$ cat config.mk
export PLATFORM = sky130hd
export DESIGN_NAME = ps2_set2_scancode_decoder
export DESIGN_NICKNAME = d
export VERILOG_FILES = /design/src/ps2s2_pkg.sv /design/src/ps2s2_in_stage.sv /design/src/ps2s2_decode.sv /design/src/ps2s2_out_stage.sv /design/src/ps2_set2_scancode_decoder.sv
export SDC_FILE = /design/constraint.sdc
export NUM_CORES = 1
export LEC_CHECK = 0
export BUFFER_PORTS_ARGS = -buffer_cell sky130_fd_sc_hd__buf_2
export CAP_MARGIN = 20
export CELL_PAD_IN_SITES_DETAIL_PLACEMENT = 1
export CELL_PAD_IN_SITES_GLOBAL_PLACEMENT = 1
export CORE_MARGIN = 5
export CORE_UTILIZATION = 50
export DETAILED_ROUTE_END_ITERATION = 10
export HOLD_SLACK_MARGIN = 0.08
export PLACE_DENSITY = 0.89
export SYNTH_ARGS = -nofsm -noshare
export SYNTH_HDL_FRONTEND = slang
export SYNTH_SLANG_ARGS = --single-unit
$ cat constraint.sdc
create_clock -name clk -period 8.3 [get_ports clk]
set_clock_uncertainty 0.1 [all_clocks]
set_input_delay 0.83 -clock clk [delete_from_list [all_inputs] [get_ports clk]]
set_output_delay 0.83 -clock clk [all_outputs]
set_load 0.1 [all_outputs]
$ cat src/ps2s2_pkg.sv
// Shared codes, widths, result type and key table for the PS/2 set 2 decoder.
`default_nettype none
package ps2s2_pkg;

  localparam int PREFIX_COUNT_MAX = 7;
  localparam int CNT_W = $clog2(PREFIX_COUNT_MAX + 1);
  localparam int MOD_W = 9;
  localparam int CHAR_W = 7;
  localparam int BYTE_W = 8;

  localparam logic [BYTE_W-1:0] CODE_EXT    = 8'hE0;
  localparam logic [BYTE_W-1:0] CODE_BRK    = 8'hF0;
  localparam logic [BYTE_W-1:0] CODE_CTRL   = 8'h14;
  localparam logic [BYTE_W-1:0] CODE_ALT    = 8'h11;
  localparam logic [BYTE_W-1:0] CODE_CAPS   = 8'h58;
  localparam logic [BYTE_W-1:0] CODE_LSHIFT = 8'h12;
  localparam logic [BYTE_W-1:0] CODE_RSHIFT = 8'h59;
  localparam logic [BYTE_W-1:0] CODE_LGUI   = 8'h1F;
  localparam logic [BYTE_W-1:0] CODE_RGUI   = 8'h27;

  localparam int BIT_LCTRL  = 0;
  localparam int BIT_RCTRL  = 1;
  localparam int BIT_LALT   = 2;
  localparam int BIT_RALT   = 3;
  localparam int BIT_CAPS   = 4;
  localparam int BIT_LSHIFT = 5;
  localparam int BIT_RSHIFT = 6;
  localparam int BIT_LGUI   = 7;
  localparam int BIT_RGUI   = 8;

  localparam logic [CHAR_W-1:0] CHAR_NONE = 7'h00;

  typedef struct packed {
    logic              has_result;
    logic [CHAR_W-1:0] ascii_char;
    logic [MOD_W-1:0]  modifier_bits;
  } result_t;

  function automatic logic [CHAR_W-1:0] ascii_of(input logic [BYTE_W-1:0] code);
    logic [CHAR_W-1:0] ch;
    case (code)
      8'h1C: ch = 7'h61;
      8'h32: ch = 7'h62;
      8'h21: ch = 7'h63;
      8'h23: ch = 7'h64;
      8'h24: ch = 7'h65;
      8'h2B: ch = 7'h66;
      8'h34: ch = 7'h67;
      8'h33: ch = 7'h68;
      8'h43: ch = 7'h69;
      8'h3B: ch = 7'h6A;
      8'h42: ch = 7'h6B;
      8'h4B: ch = 7'h6C;
      8'h3A: ch = 7'h6D;
      8'h31: ch = 7'h6E;
      8'h44: ch = 7'h6F;
      8'h4D: ch = 7'h70;
      8'h15: ch = 7'h71;
      8'h2D: ch = 7'h72;
      8'h1B: ch = 7'h73;
      8'h2C: ch = 7'h74;
      8'h3C: ch = 7'h75;
      8'h2A: ch = 7'h76;
      8'h1D: ch = 7'h77;
      8'h22: ch = 7'h78;
      8'h35: ch = 7'h79;
      8'h1A: ch = 7'h7A;
      8'h45: ch = 7'h30;
      8'h16: ch = 7'h31;
      8'h1E: ch = 7'h32;
      8'h26: ch = 7'h33;
      8'h25: ch = 7'h34;
      8'h2E: ch = 7'h35;
      8'h36: ch = 7'h36;
      8'h3D: ch = 7'h37;
      8'h3E: ch = 7'h38;
      8'h46: ch = 7'h39;
      8'h0E: ch = 7'h60;
      8'h4E: ch = 7'h2D;
      8'h55: ch = 7'h3D;
      8'h5D: ch = 7'h5C;
      8'h54: ch = 7'h5B;
      8'h5B: ch = 7'h5D;
      8'h4C: ch = 7'h3B;
      8'h52: ch = 7'h27;
      8'h41: ch = 7'h2C;
      8'h49: ch = 7'h2E;
      8'h4A: ch = 7'h2F;
      8'h29: ch = 7'h20;
      8'h5A: ch = 7'h0A;
      8'h66: ch = 7'h08;
      default: ch = CHAR_NONE;
    endcase
    return ch;
  endfunction

endpackage
`default_nettype wire

$ cat src/ps2s2_in_stage.sv
// Input register holding one received scan code word.
`default_nettype none
module ps2s2_in_stage (
  input  wire logic                          clk,
  input  wire logic                          rst_n,
  input  wire logic                          in_valid,
  output logic                               in_stall,
  input  wire logic [ps2s2_pkg::BYTE_W-1:0]  in_scan_byte,
  input  wire logic                          advance,
  output logic                               s1_valid,
  output logic [ps2s2_pkg::BYTE_W-1:0]       s1_byte
);

  logic                          valid_r;
  logic                          valid_nxt;
  logic [ps2s2_pkg::BYTE_W-1:0]  byte_r;
  logic                          take;

  assign in_stall = valid_r && !advance;
  assign take     = in_valid && !in_stall;

  always_comb begin
    valid_nxt = valid_r;
    if (take) begin
      valid_nxt = 1'b1;
    end else if (advance) begin
      valid_nxt = 1'b0;
    end
  end

  always_ff @(posedge clk) begin
    if (!rst_n) begin
      valid_r <= 1'b0;
    end else begin
      valid_r <= valid_nxt;
    end
  end

  always_ff @(posedge clk) begin
    if (take) begin
      byte_r <= in_scan_byte;
    end
  end

  assign s1_valid = valid_r;
  assign s1_byte  = byte_r;

endmodule
`default_nettype wire

$ cat src/ps2s2_decode.sv
// Prefix counters, modifier register and per-word decode logic.
`default_nettype none
module ps2s2_decode (
  input  wire logic                          clk,
  input  wire logic                          rst_n,
  input  wire logic                          s1_valid,
  input  wire logic [ps2s2_pkg::BYTE_W-1:0]  s1_byte,
  input  wire logic                          out_free,
  output logic                               advance,
  output ps2s2_pkg::result_t                 result
);

  localparam logic [ps2s2_pkg::CNT_W-1:0] CntMax =
    ps2s2_pkg::CNT_W'(ps2s2_pkg::PREFIX_COUNT_MAX);
  localparam logic [ps2s2_pkg::CNT_W-1:0] CntOne = ps2s2_pkg::CNT_W'(1);

  logic [ps2s2_pkg::CNT_W-1:0]  ext_r;
  logic [ps2s2_pkg::CNT_W-1:0]  ext_nxt;
  logic [ps2s2_pkg::CNT_W-1:0]  brk_r;
  logic [ps2s2_pkg::CNT_W-1:0]  brk_nxt;
  logic [ps2s2_pkg::MOD_W-1:0]  mod_r;
  logic [ps2s2_pkg::MOD_W-1:0]  mod_nxt;
  logic [ps2s2_pkg::CHAR_W-1:0] ch;
  logic                         ext_p;
  logic                         brk_p;
  logic                         emit;

  assign ext_p = (ext_r != '0);
  assign brk_p = (brk_r != '0);
  assign ch    = ps2s2_pkg::ascii_of(s1_byte);

  always_comb begin
    ext_nxt = ext_r;
    brk_nxt = brk_r;
    mod_nxt = mod_r;
    emit    = 1'b0;
    case (s1_byte)
      ps2s2_pkg::CODE_EXT: begin
        if (ext_r < CntMax) ext_nxt = ext_r + CntOne;
      end
      ps2s2_pkg::CODE_BRK: begin
        if (brk_r < CntMax) brk_nxt = brk_r + CntOne;
      end
      ps2s2_pkg::CODE_CTRL, ps2s2_pkg::CODE_ALT: begin
        if (ext_p && brk_p) begin
          ext_nxt = ext_r - CntOne;
          brk_nxt = brk_r - CntOne;
          if (s1_byte == ps2s2_pkg::CODE_CTRL) mod_nxt[ps2s2_pkg::BIT_RCTRL] = 1'b0;
          else mod_nxt[ps2s2_pkg::BIT_RALT] = 1'b0;
        end else if (ext_p) begin
          ext_nxt = ext_r - CntOne;
          if (s1_byte == ps2s2_pkg::CODE_CTRL) mod_nxt[ps2s2_pkg::BIT_RCTRL] = 1'b1;
          else mod_nxt[ps2s2_pkg::BIT_RALT] = 1'b1;
        end else if (brk_p) begin
          brk_nxt = brk_r - CntOne;
          if (s1_byte == ps2s2_pkg::CODE_CTRL) mod_nxt[ps2s2_pkg::BIT_LCTRL] = 1'b0;
          else mod_nxt[ps2s2_pkg::BIT_LALT] = 1'b0;
        end else begin
          if (s1_byte == ps2s2_pkg::CODE_CTRL) mod_nxt[ps2s2_pkg::BIT_LCTRL] = 1'b1;
          else mod_nxt[ps2s2_pkg::BIT_LALT] = 1'b1;
        end
      end
      ps2s2_pkg::CODE_CAPS: begin
        if (brk_p) brk_nxt = brk_r - CntOne;
        mod_nxt[ps2s2_pkg::BIT_CAPS] = !brk_p;
      end
      ps2s2_pkg::CODE_LSHIFT: begin
        if (brk_p) brk_nxt = brk_r - CntOne;
        mod_nxt[ps2s2_pkg::BIT_LSHIFT] = !brk_p;
      end
      ps2s2_pkg::CODE_RSHIFT: begin
        if (brk_p) brk_nxt = brk_r - CntOne;
        mod_nxt[ps2s2_pkg::BIT_RSHIFT] = !brk_p;
      end
      ps2s2_pkg::CODE_LGUI, ps2s2_pkg::CODE_RGUI: begin
        if (ext_p) begin
          ext_nxt = ext_r - CntOne;
          if (brk_p) brk_nxt = brk_r - CntOne;
          if (s1_byte == ps2s2_pkg::CODE_LGUI) mod_nxt[ps2s2_pkg::BIT_LGUI] = !brk_p;
          else mod_nxt[ps2s2_pkg::BIT_RGUI] = !brk_p;
        end
      end
      default: begin
        if (ch != ps2s2_pkg::CHAR_NONE) begin
          if (brk_p) brk_nxt = brk_r - CntOne;
          else emit = 1'b1;
        end
      end
    endcase
  end

  assign advance              = s1_valid && (out_free || !emit);
  assign result.has_result    = emit;
  assign result.ascii_char    = ch;
  assign result.modifier_bits = mod_r;

  always_ff @(posedge clk) begin
    if (!rst_n) begin
      ext_r <= '0;
      brk_r <= '0;
      mod_r <= '0;
    end else if (advance) begin
      ext_r <= ext_nxt;
      brk_r <= brk_nxt;
      mod_r <= mod_nxt;
    end
  end

endmodule
`default_nettype wire

$ cat src/ps2s2_out_stage.sv
// Result register presenting one decoded key word to the receiver.
`default_nettype none
module ps2s2_out_stage (
  input  wire logic                          clk,
  input  wire logic                          rst_n,
  input  wire logic                          advance,
  input  wire ps2s2_pkg::result_t            result,
  output logic                               out_free,
  output logic                               out_valid,
  input  wire logic                          out_stall,
  output logic [ps2s2_pkg::CHAR_W-1:0]       out_ascii_char,
  output logic [ps2s2_pkg::MOD_W-1:0]        out_modifier_bits
);

  logic                          valid_r;
  logic                          valid_nxt;
  logic [ps2s2_pkg::CHAR_W-1:0]  char_r;
  logic [ps2s2_pkg::MOD_W-1:0]   mod_r;
  logic                          load;

  assign out_free = !valid_r || !out_stall;
  assign load     = advance && result.has_result;

  always_comb begin
    valid_nxt = valid_r;
    if (load) begin
      valid_nxt = 1'b1;
    end else if (!out_stall) begin
      valid_nxt = 1'b0;
    end
  end

  always_ff @(posedge clk) begin
    if (!rst_n) begin
      valid_r <= 1'b0;
    end else begin
      valid_r <= valid_nxt;
    end
  end

  always_ff @(posedge clk) begin
    if (load) begin
      char_r <= result.ascii_char;
      mod_r  <= result.modifier_bits;
    end
  end

  assign out_valid         = valid_r;
  assign out_ascii_char    = char_r;
  assign out_modifier_bits = mod_r;

endmodule
`default_nettype wire

$ cat src/ps2_set2_scancode_decoder.sv
// Top level of the PS/2 scan code set 2 decoder with modifier tracking.
// Input channel: in_valid / in_stall carry one scan code word (in_scan_byte)
//   per accepted cycle; a word is taken at a clock edge with in_valid high
//   and in_stall low.
// Result channel: out_valid / out_stall carry the ASCII code of a pressed
//   printable key and a snapshot of the nine modifier bits held at that time.
//   Prefix, modifier, break and unknown words give no result.
// Path: the input register takes the word at its accepting edge and the
//   result register loads at the edge on which the word leaves the input
//   register, so out_valid rises once the word has passed both registers.
// Throughput: one word per cycle while in_stall is low; the prefix counters
//   and modifier register update in the same cycle the word leaves the input register.
// Stall: while out_stall holds a waiting result, words that give no result
//   still pass; a word that gives a result waits in the input register and
//   in_stall rises until the result register frees.
// Reset: rst_n low at a clock edge clears both prefix counts, the modifier
//   register and both valid flags.
`default_nettype none
module ps2_set2_scancode_decoder (
  input  wire logic                          clk,
  input  wire logic                          rst_n,
  input  wire logic                          in_valid,
  output logic                               in_stall,
  input  wire logic [ps2s2_pkg::BYTE_W-1:0]  in_scan_byte,
  output logic                               out_valid,
  input  wire logic                          out_stall,
  output logic [ps2s2_pkg::CHAR_W-1:0]       out_ascii_char,
  output logic [ps2s2_pkg::MOD_W-1:0]        out_modifier_bits
);

  logic                          s1_valid;
  logic [ps2s2_pkg::BYTE_W-1:0]  s1_byte;
  logic                          advance;
  logic                          out_free;
  ps2s2_pkg::result_t            result;

  ps2s2_in_stage u_in (
    .clk          (clk),
    .rst_n        (rst_n),
    .in_valid     (in_valid),
    .in_stall     (in_stall),
    .in_scan_byte (in_scan_byte),
    .advance      (advance),
    .s1_valid     (s1_valid),
    .s1_byte      (s1_byte)
  );

  ps2s2_decode u_dec (
    .clk      (clk),
    .rst_n    (rst_n),
    .s1_valid (s1_valid),
    .s1_byte  (s1_byte),
    .out_free (out_free),
    .advance  (advance),
    .result   (result)
  );

  ps2s2_out_stage u_out (
    .clk               (clk),
    .rst_n             (rst_n),
    .advance           (advance),
    .result            (result),
    .out_free          (out_free),
    .out_valid         (out_valid),
    .out_stall         (out_stall),
    .out_ascii_char    (out_ascii_char),
    .out_modifier_bits (out_modifier_bits)
  );

endmodule
`default_nettype wire

* Word level (Yosys, flattened, before mapping)
Memory sizes are Yosys's and may differ from the RTL's. A register that Yosys moved wholly into a read port is not among the register bits.
Index checks and enable logic that the tools add are counted.
** Storage, ports and cells
- Register bits :: 41
- Latch bits :: 0
- RAM bits :: 0
- ROM bits :: 896
- Input bits :: 12
- Output and inout bits :: 18
- Word-level logic and storage cells :: 111
- Memories kept :: 1
** Cells by class
- $add $sub $neg :: 4
- Multipliers :: 0
- Div/mod/pow operators :: 0
- Magnitude comparators :: 2
- Equal/unequal tests :: 18
- Shifts and indexed selects :: 0
- Muxes and demuxes :: 30
- Bitwise logic cells :: 5
- Reductions and logical operators :: 35
** Memories
- (name not given) :: depth 128, width 7, rd ports 1, clocked after Yosys merged registers in 1, wr ports 0, RTL line ps2s2_pkg.sv:41 : case (code)
** Operators by type and width (count)
- 8-bit by 5-bit equality test with 1-bit output, second input constant :: 4
- 3-bit two-way mux :: 9
- 5-bit AND reduction :: 4
- 1-bit two-way mux :: 17
- 8-bit by 7-bit equality test with 1-bit output, second input constant :: 2
- 8-bit equality test, second input constant :: 2
- 3-bit one-hot mux with 5 select lines :: 1
- 7-bit two-way mux :: 2
- 3-bit one-hot mux with 3 select lines :: 1
- 3-bit nonzero test :: 3
- 9-bit OR reduction :: 1
- 8-bit by 6-bit equality test with 1-bit output, second input constant :: 1
- 2-bit by 1-bit inequality test with 1-bit output, second input constant :: 4
- 2-bit inequality test, second input constant :: 4
- 4-bit AND reduction :: 2
- 7-bit nonzero test :: 1
- 3-bit by 1-bit adder with 3-bit output, second input constant :: 2
- 1-bit zero test :: 6
- 3-bit less-than comparator, second input constant :: 2
- 2-bit AND reduction :: 3
- 6-bit AND reduction :: 1
- 3-bit by 1-bit subtractor with 3-bit output, second input constant :: 2
- 1-bit logical AND :: 5
- 1-bit inverter :: 5
- 7 further kinds :: 10

* Depth between registers and ports, before layout
- Depth in word-level cells :: 12
- Mapped depth :: 18
- Gate-level depth less buffers :: 16

* Cells and area by module
From an unflattened synthesis, not the netlist that was laid out.
** Second synthesis, totals
- Cell total of the unflattened synthesis :: 322
- Area, all modules :: 2875.3 um2
** Modules (own cells, without submodules)
- ps2s2_decode :: times used 1, cells each 289, area each 2062.0 um2, sequential area each 300.3 um2
- ps2s2_out_stage :: times used 1, cells each 21, area each 525.5 um2, sequential area each 500.5 um2
- ps2s2_in_stage :: times used 1, cells each 12, area each 287.8 um2, sequential area each 260.2 um2

* Worst setup path after synthesis
No wires, ideal clock.
- Path kind :: register to register
- Start point :: register u_out.valid_r, in the netlist u_out.out_valid
- End point :: register with a tool-made name
- Library setup time :: 87 ps
- Arrival time :: 3757 ps
- Data required time :: 8113 ps
- Path slack :: 4356 ps
- Stages on the path, launching flop included :: 16
- Path buffers :: 2
- Period minus slack after synthesis :: 3944 ps
- Cells stage by stage :: dfxtp_1 -> and2_1 -> nand4_1 -> o21ai_4 -> buf_6 -> buf_6 -> inv_1 -> nand2_1 -> o21ai_0 -> inv_1 -> ha_1 -> inv_1 -> nor3_1 -> nor4_1 -> or4b_1 -> o31ai_1
** RTL lines
- from (decl) :: RTL line ps2s2_out_stage.sv:15 : logic valid_r;
- from (signal assigned) :: RTL line ps2s2_out_stage.sv:37 : valid_r <= valid_nxt;

==> flow_metrics.env <==
export IMPL_gp_congestion=0.938
export IMPL_outcome="complete, no violations"
export IMPL_clk_latency_ns=0.31
export IMPL_synthAdderAreaFrac_pct=7.15
export IMPL_synth_edf_count=24
export IMPL_antenna_violating_nets_post_route=0
export IMPL_netlist_cell_type_count=64
export IMPL_yosys_warnings=0
export IMPL_synth_cells=399
export IMPL_wl_per_cell_um=19.9
export IMPL_grt_pass1_wl_um=16600
export IMPL_power_density_nw_per_um2=159
export IMPL_cts_clk_slew_worst_paths_ns=0.09
export IMPL_synth_top_family_by_area="simple AND/OR/NAND/NOR gates"
export IMPL_synthSimpleGateAreaFrac_pct=23.8
export IMPL_cpLargestDelayFamily="simple AND/OR/NAND/NOR gates"
export IMPL_slew_headroom_pct=24.8
export IMPL_htree_levels=2
export IMPL_synth_compound_area_share_pct=19.1
export IMPL_required_ns=8.42
export IMPL_ios=30
export IMPL_fin_nets=448
export IMPL_syn_avg_cell_area_um2=8.78
export IMPL_worst_pin_slew_ns=1.11
export IMPL_finalSetupViolCount=0
export IMPL_synth_xor_area_share_pct=1.25
export IMPL_grt_max_degree=35
export IMPL_layout_min_cycle_time_ns=4.88
export IMPL_die_h_um=93.7
export IMPL_die_x_um=93.7
export IMPL_syn_to_final_growth_pct=7.90
export IMPL_fmax_ghz=0.205
export IMPL_drv_slew=0
export IMPL_irDropWorstVdd_mv=0.0664
export IMPL_initial_utilization_pct=51.5
export IMPL_cp_start_kind="flip-flop"
export IMPL_hold_violations=0
export IMPL_cts_sinks=48
export IMPL_syn_nets=431
export IMPL_rsz0062_at_grt="no"
export IMPL_grtUsageTotal_pct=23.9
export IMPL_path_cells="nor3b_1 > o2111a_1 > or3b_4 > o21ai_4 > buf_4 > inv_1 > nand2_1 > o21ai_0 > inv_1 > ha_1 > inv_1 > nor3_1 > nor4_1 > or4b_1 > o31ai_1"
export IMPL_cts_tree="yes"
export IMPL_cts_root_buf="clkbuf_8"
export IMPL_hold_buffers=0
export IMPL_r2r_setup_slack_ns=3.42
export IMPL_grt_pass1_vias=3192
export IMPL_critical_path_class="reg2reg"
export IMPL_synth_seq_cells=48
export IMPL_period_share_pct=58.8
export IMPL_netlist_area_um2=3500
export IMPL_cts_made_buffers=5
export IMPL_layout_common_cells="nand2_1, buf_2, nor2_1, dfxtp_1, edfxtp_1"
export IMPL_overflow=0
export IMPL_synth_async_reset_ratio_pct=0
export IMPL_crit_arrival_ns=5.00
export IMPL_max_stage_delay_ns=0.80
export IMPL_postCtsSetupRepairBufs=0
export IMPL_synth_ff_type="edfxtp_1"
export IMPL_ys_seq_area_share_pct=34.3
export IMPL_drt_first_pass_iters=5
export IMPL_path_common_cell="inv_1"
export IMPL_drt_total_wl_um=10200
export IMPL_core_area_um2=6790
export IMPL_cts_resized_gates=0
export IMPL_pre_cts_ws_ns=3.53
export IMPL_drt_initial_drc_count=349
export IMPL_antenna_cells=0
export IMPL_layout_drive_gt1_share_pct=14.1
export IMPL_antenna_found_initial=0
export IMPL_holdCritPathClass="reg2reg"
export IMPL_path_max_fanout=34
export IMPL_drc=0
export IMPL_place_area_um2=3660
export IMPL_fin_area_um2=3780
export IMPL_dp_hpwl_um=7420
export IMPL_leakage_uw=0.00141
export IMPL_viasPerCell=6.32
export IMPL_fin_tns_setup_ns=0
export IMPL_layout_commonest_cell="nand2_1"
export IMPL_path_buf_inv=4
export IMPL_crit_path_top_delay_cell="edfxtp_1"
export IMPL_portBuffers=29
export IMPL_crit_path_end_kind="flip-flop"
export IMPL_muxShareOfSynthArea_pct=9.04
export IMPL_rows=30
export IMPL_clock_path_buffers=2
export IMPL_fillers=804
export IMPL_setup_slack_ns=3.42
export IMPL_dieArea_um2=8780
export IMPL_vias=3243
export IMPL_maxCapViolCount=0
==> final timing paths <==
path | startpoint | to | cells after the start
hold / removal | u_dec.mod_r[4]$_SDFFE_PN0P_ | u_out.out_modifier_bits[4]$_DFFE_PP_ | 0
setup / recovery | u_in.s1_byte[3]$_DFFE_PP_ | flip-flop | 15
hold reg to reg | u_dec.mod_r[4]$_SDFFE_PN0P_ | u_out.out_modifier_bits[4]$_DFFE_PP_ | 0
setup reg to reg | u_in.s1_byte[3]$_DFFE_PP_ | flip-flop | 15
==> routing by layer <==
| metal | track usage [%] | vias to the layer above | share of wire (%) |
|---|---|---|---|
| li1 | - | 1504 | - |
| met2 | 38.7 | 144 | 47 |
| met5 | 0 | - | 0 |
| met3 | 2.96 | 25 | 5.8 |
| met1 | 32.7 | 1570 | 45 |
| met4 | 8.30 | 0 | 2.4 |
==> metrics by stage <==
stage	utilization (%)	hold WS (ns)	power [uW]	instances
4_1_cts	55.5	0.343	601	512
6_report	55.6	0.340	601	513
3_3_place_gp	53.9	0.315	436	504
5_1_grt	55.6	0.348	631	513
3_5_place_dp	53.9	0.322	442	504
2_1_floorplan	-	0.308	401	399
==> synthesized netlist by cell type (7+ instances only) <==
| cell | n | area [um2] |
|---|---|---|
| dfxtp_1 | 24 | 480 |
| nand3_1 | 14 | 70.1 |
| o21ai_0 | 23 | 115 |
| mux2_2 | 7 | 78.8 |
| a21oi_1 | 21 | 105 |
| nand2b_1 | 11 | 68.8 |
| nor4_1 | 8 | 50.1 |
| ha_1 | 20 | 250 |
| nor3_1 | 14 | 70.1 |
| nor2_1 | 26 | 97.6 |
| a31oi_1 | 10 | 62.6 |
| nor3b_1 | 8 | 60.1 |
| buf_2 | 7 | 35.0 |
| mux2i_1 | 21 | 210 |
| clkbuf_1 | 10 | 37.5 |
| inv_1 | 16 | 60.1 |
| nand2_1 | 39 | 146 |
| edfxtp_1 | 24 | 721 |
| nor2b_1 | 14 | 87.6 |
| a211oi_1 | 8 | 60.1 |
==> cells by family (layout without fill, tap and decap cells) <==
group | after synthesis | in the layout
adders and majority gates | 20 | 20
muxes | 30 | 30
xor gates and xnor gates | 5 | 5
and+or+nand+nor | 157 | 157
buffers and inverters | 40 | 58
AOI/OAI and AO/OA | 99 | 99
DFF | 48 | 48
==> area by class of cell <==
| cell class | count | area (um2) | share of cell area, % |
|---|---|---|---|
| repair buffers | 33 | 175 | 4.64 |
| clock buffers | 6 | 93.8 | 2.48 |
| inverters | 17 | 63.8 | 1.69 |
| multi-input cells | 311 | 2110 | 55.9 |
| well taps | 96 | 120 | 3.18 |
| clock inverters | 2 | 12.5 | 0.331 |
| flip-flops and latches | 48 | 1200 | 31.8 |
==> where the power goes <==
part | switching, uW | internal [uW]
clock network | 82.9 | 77.2
logic | 113 | 51.7
registers | 13.7 | 263
total | 210 | 391
(Power assumes the default switching activity.)
